**config.mk**
```make
export PLATFORM = sky130hd
export DESIGN_NAME = kut_revcomp
export DESIGN_NICKNAME = d
export VERILOG_FILES = /design/src/sv/kut_pkg.sv /design/src/sv/kut_revcomp.sv
export SDC_FILE = /design/constraint.sdc
export NUM_CORES = 1
export LEC_CHECK = 0
export BUFFER_PORTS_ARGS = -buffer_cell sky130_fd_sc_hd__buf_2
export CAP_MARGIN = 20
export CORE_MARGIN = 4
export CORE_UTILIZATION = 55
export DETAILED_ROUTE_END_ITERATION = 10
export PLACE_DENSITY_LB_ADDON = 0.2
export SETUP_SLACK_MARGIN = 0.3
export SLEW_MARGIN = 0
export SYNTH_ARGS = -nofsm -noshare
export SYNTH_HDL_FRONTEND = slang
export SYNTH_SLANG_ARGS = --single-unit
```
**constraint.sdc**
```tcl
create_clock -name clk -period 8.75 [get_ports clk]
set_input_delay 2.1875 -clock clk [delete_from_list [all_inputs] [get_ports clk]]
set_output_delay 2.1875 -clock clk [all_outputs]
set_load 0.05 [all_outputs]
```
**src/sv/kut_pkg.sv**
```systemverilog
// ----------------------------------------------------------------------------
// kut_pkg
// Shared widths, codes and state encoding of the k-mer usage table.
// ----------------------------------------------------------------------------
package kut_pkg;

  localparam int SLOT_W  = 10;
  localparam int ENTRIES = 1 << SLOT_W;

  localparam int KMER_W  = 64;
  localparam int WORD_W  = 64;
  localparam int TPL_W   = 24;
  localparam int LOCUS_W = 16;
  localparam int FREQ_W  = 24;
  localparam int SUM_W   = FREQ_W + 1;
  localparam int KLEN_W  = 6;
  localparam int UPPER_W = WORD_W - FREQ_W;

  localparam logic [KLEN_W-1:0] KLEN_RESET = KLEN_W'(25);

  typedef enum logic [2:0] {
    ACT_LOAD     = 3'd0,
    ACT_NOP      = 3'd1,
    ACT_MARK     = 3'd2,
    ACT_UNMARK   = 3'd3,
    ACT_IS_USED  = 3'd4,
    ACT_READ     = 3'd5,
    ACT_COUNT    = 3'd6,
    ACT_RF_COUNT = 3'd7
  } action_t;

  typedef enum logic [1:0] {
    USE_NONE  = 2'd0,
    USE_FREE  = 2'd1,
    USE_TAKEN = 2'd2
  } use_t;

  typedef enum logic [3:0] {
    ST_CLEAR,
    ST_IDLE,
    ST_SCAN,
    ST_TAIL,
    ST_RD_F,
    ST_UPD_F,
    ST_RD_R,
    ST_UPD_R,
    ST_RESULT
  } state_t;

endpackage

```
**src/sv/kut_revcomp.sv**
```systemverilog
// ----------------------------------------------------------------------------
// kut_revcomp
// Registered reverse complement of a k-mer over a configurable base count.
// ----------------------------------------------------------------------------
module kut_revcomp (
  input  logic                         clk,
  input  logic                         load,
  input  logic [kut_pkg::KMER_W-1:0]   kmer,
  input  logic [kut_pkg::KLEN_W-1:0]   kmer_length,
  output logic [kut_pkg::KMER_W-1:0]   rev_key
);

  localparam int BASES = kut_pkg::KMER_W / 2;

  logic [kut_pkg::KMER_W-1:0]     cpl_rev;
  logic [3*kut_pkg::KMER_W-1:0]   wide;
  logic [3*kut_pkg::KMER_W-1:0]   shifted;
  logic [7:0]                     shamt;

  always_comb begin
    for (int b = 0; b < BASES; b++) begin
      cpl_rev[2*b +: 2] = ~kmer[2*(BASES-1-b) +: 2];
    end
  end

  // bases past the key read as zero, so their complement is all ones
  assign wide    = {{kut_pkg::KMER_W{1'b0}}, cpl_rev, {kut_pkg::KMER_W{1'b1}}};
  assign shamt   = 8'(2 * kut_pkg::KMER_W) - {1'b0, kmer_length, 1'b0};
  assign shifted = wide >> shamt;

  always_ff @(posedge clk) begin
    if (load) begin
      rev_key <= shifted[kut_pkg::KMER_W-1:0];
    end
  end

endmodule

```
==> out/summary.txt <==
Sequential area share after synthesis: 28.5%
Drt pass-1 iters: 6
Die H: 119 um
Status: completed
Initial core utilization: 56.1%
DRT antenna net count: 0
Remaining DRCs: 0
Fraction of registers with async set/reset: 0%
Gates resized, CTS repair: 0
FF+latch count, synth: 64
Clock power share: 25.8%
Max incr delay on CP: 0.72 ns
Delay-heaviest family, CP: buffers and inverters
Most common flop cell mapped by yosys: edfxtp_1
Min cycle time layout: 5.85 ns
Dpl hpwl: 18.0 mm
Fmax achieved: 0.171 GHz
Worst-Margin Slew: 1.28 ns
Largest cells by area after synthesis: edfxtp_1 29%, mux4_2 19%, mux2i_1 7.1%
Vias per inst: 7.33
Die W: 119 um
Top-count cell post-synth: nand2_1
Slew margin rel.: 14.8%
Peak supply drop: 0.101 mV
Hold-fix buffers, CTS: 0
# Post-CTS Setup Buffers: 0
CTS buffer count: 9
Clk buf depth: 2
Net Sw Frac: 41.3%
Final worst path period share: 66.8%
Site Rows: 40
RSZ-0062 raised after global routing: no
CP Data Arrival Time: 5.97 ns
Gr usage total: 33.9%
I/O Pins: 136
Pwr/cell area: 190 nW/um2
Sw Pwr: 0.600 mW
Fin Setup TNS: 0 ns
Largest net degree at the start of global routing: 66
Gpl congestion: 1.02
CP max FO: 59
Slowest stage cell on the critical path: xor2_4
DR iter-0 viols: 977
Pre-CTS setup slack: 2.70 ns
Final non-filler cell area: 7640 um2
CTS tree: yes
Final Hold Viols: 0
P_int: 0.851 mW
Core footprint: 12000 um2
Total grt overflow: 0
Synth Warn #: 0
Comb pwr share: 46.5%
Syn Area/Cell: 10.0 um2
Setup crit start kind: primary input
# clock sinks: 64
Most flop-heavy register: rev_key
Routed wire per std cell: 26.8 um
Mapped Area: 6740 um2
Clk slew on worst S/H paths: 0.06 ns
CP Buf/Inv Count: 3
Fillers: 988
Critical Path Sink Type: register
Nets: 835
Syn nets: 746
First-pass GRT wire length: 36.5 mm
Commonest cells in the netlist: 78 x nand2_1, 64 x edfxtp_1, 59 x o21ai_0, 58 x mux4_2, 49 x a21oi_1
Synth Instances: 673
Die footprint: 14100 um2
H-tree Lvls: 3
I/O Buffers: 135
CTS root buf: clkbuf_16
Storage cell area: 1920 um2
Vias in the first global route: 5943
CP Cell Sequence: buf_4, clkinv_1, ha_2, xor2_4, buf_4, o21ai_0, a21oi_1, a22oi_1, a21oi_1
Antenna diodes: 0
Library cells used by synthesis: 67
Placed Area: 7330 um2
Critical path class: primary input to register
Top flop regs: rev_key: 64 flops
Class of the worst hold path: primary input to register
Vias: 6691
Setup Viol. Count Final: 0
Max Cap Viol: 0
Flop pwr share: 27.8%
Share of layout cells above drive strength 1: 33.6%
Slew Viols, Final: 0
Data required, critical path: 8.87 ns
Multi-input logic area: 4420 um2
Synth top area share: 28.5%
Yosys top cell by area: edfxtp_1
Post-Route WL: 24.5 mm
Post-synth EDFFs: 64
Initial antenna violation count: 0
Area Growth Syn to Fin: 13.3%
Max reg flops: 64
Final WS setup: 2.90 ns
Static leakage: 2.92 nW
==> final timing paths <==
check                 depth (start not counted)  slack [ns]                   endpoint      startpoint
worst max-delay path                          9        2.90   rev_key[7]$_SDFFCE_PP0P_  kmer_length[0]
worst min-delay path                          3        2.39  rev_key[62]$_SDFFCE_PP0P_         kmer[0]
==> cells in the final DEF (no fill, tap or decap), drive strengths merged, types with 10 or more instances in the layout <==
cell type / count
mux2i: 48
nor3: 14
edfxtp: 64
o22ai: 15
and3: 13
o21ai: 64
mux2: 22
mux4: 58
a31oi: 18
a21oi: 49
clkbuf: 10
buf: 148
o221ai: 15
nand2: 79
nor2: 27
nand3: 13
==> stage by stage <==
step | cells | hold slack [ns] | utilization [%] | power (mW)
after floorplan | 673 | 2.30 | - | 0.887
after global placement | 896 | 2.73 | 60.9 | 1.06
after detailed placement | 897 | 2.73 | 61.0 | 1.06
after CTS | 912 | 2.39 | 63.6 | 1.43
after global routing | 913 | 2.42 | 63.6 | 1.50
final | 913 | 2.39 | 63.6 | 1.45
==> power by group through the flow <==
stage          logic [mW]  registers (mW)  clock network, mW
4_1_cts             0.655           0.403              0.375
3_5_place_dp        0.653           0.409                  0
6_report            0.674           0.403              0.374
3_3_place_gp        0.649           0.408                  0
5_1_grt             0.704           0.406              0.391
2_1_floorplan       0.332           0.555                  0
==> area by class of cell <==
| class | count | area share, % |
|---|---|---|
| Sequential cell | 64 | 25.2 |
| Clock inverter | 5 | 0.950 |
| Clock buffer | 10 | 3.00 |
| Inverter | 9 | 0.442 |
| Timing Repair Buffer | 148 | 10.2 |
| Multi-Input combinational cell | 530 | 57.9 |
| Tap cell | 147 | 2.41 |
==> per-layer routing <==
layer / part of all wire (%) / vias to the layer above / GRT usage, % / wire [um]
li1: - / 2864 / - / -
met1: 41 / 3173 / 52.3 / 10100
met2: 42 / 585 / 46.4 / 10200
met3: 14 / 69 / 9.28 / 3550
met4: 2.9 / 0 / 9.92 / 699
met5: 0 / - / 0 / 0
==> tightest hold or removal path, cell delays in order <==
cell	delay, ns
buf_2	0.14
or3_1	0.13
o21ai_0	0.09
==> kinds of logic (layout without fill, tap and decap cells) <==
logic type,Yosys count,after routing,synth area share (%)
flops,64,64,28.5
fa+ha+maj,1,1,0.186
simple gates,173,173,12.5
compound gates,224,224,21.5
buf+inv,79,172,6.51
mux,128,128,30.2
xor+xnor,4,4,0.520
Note: power is estimated with default switching activity, not from simulation.
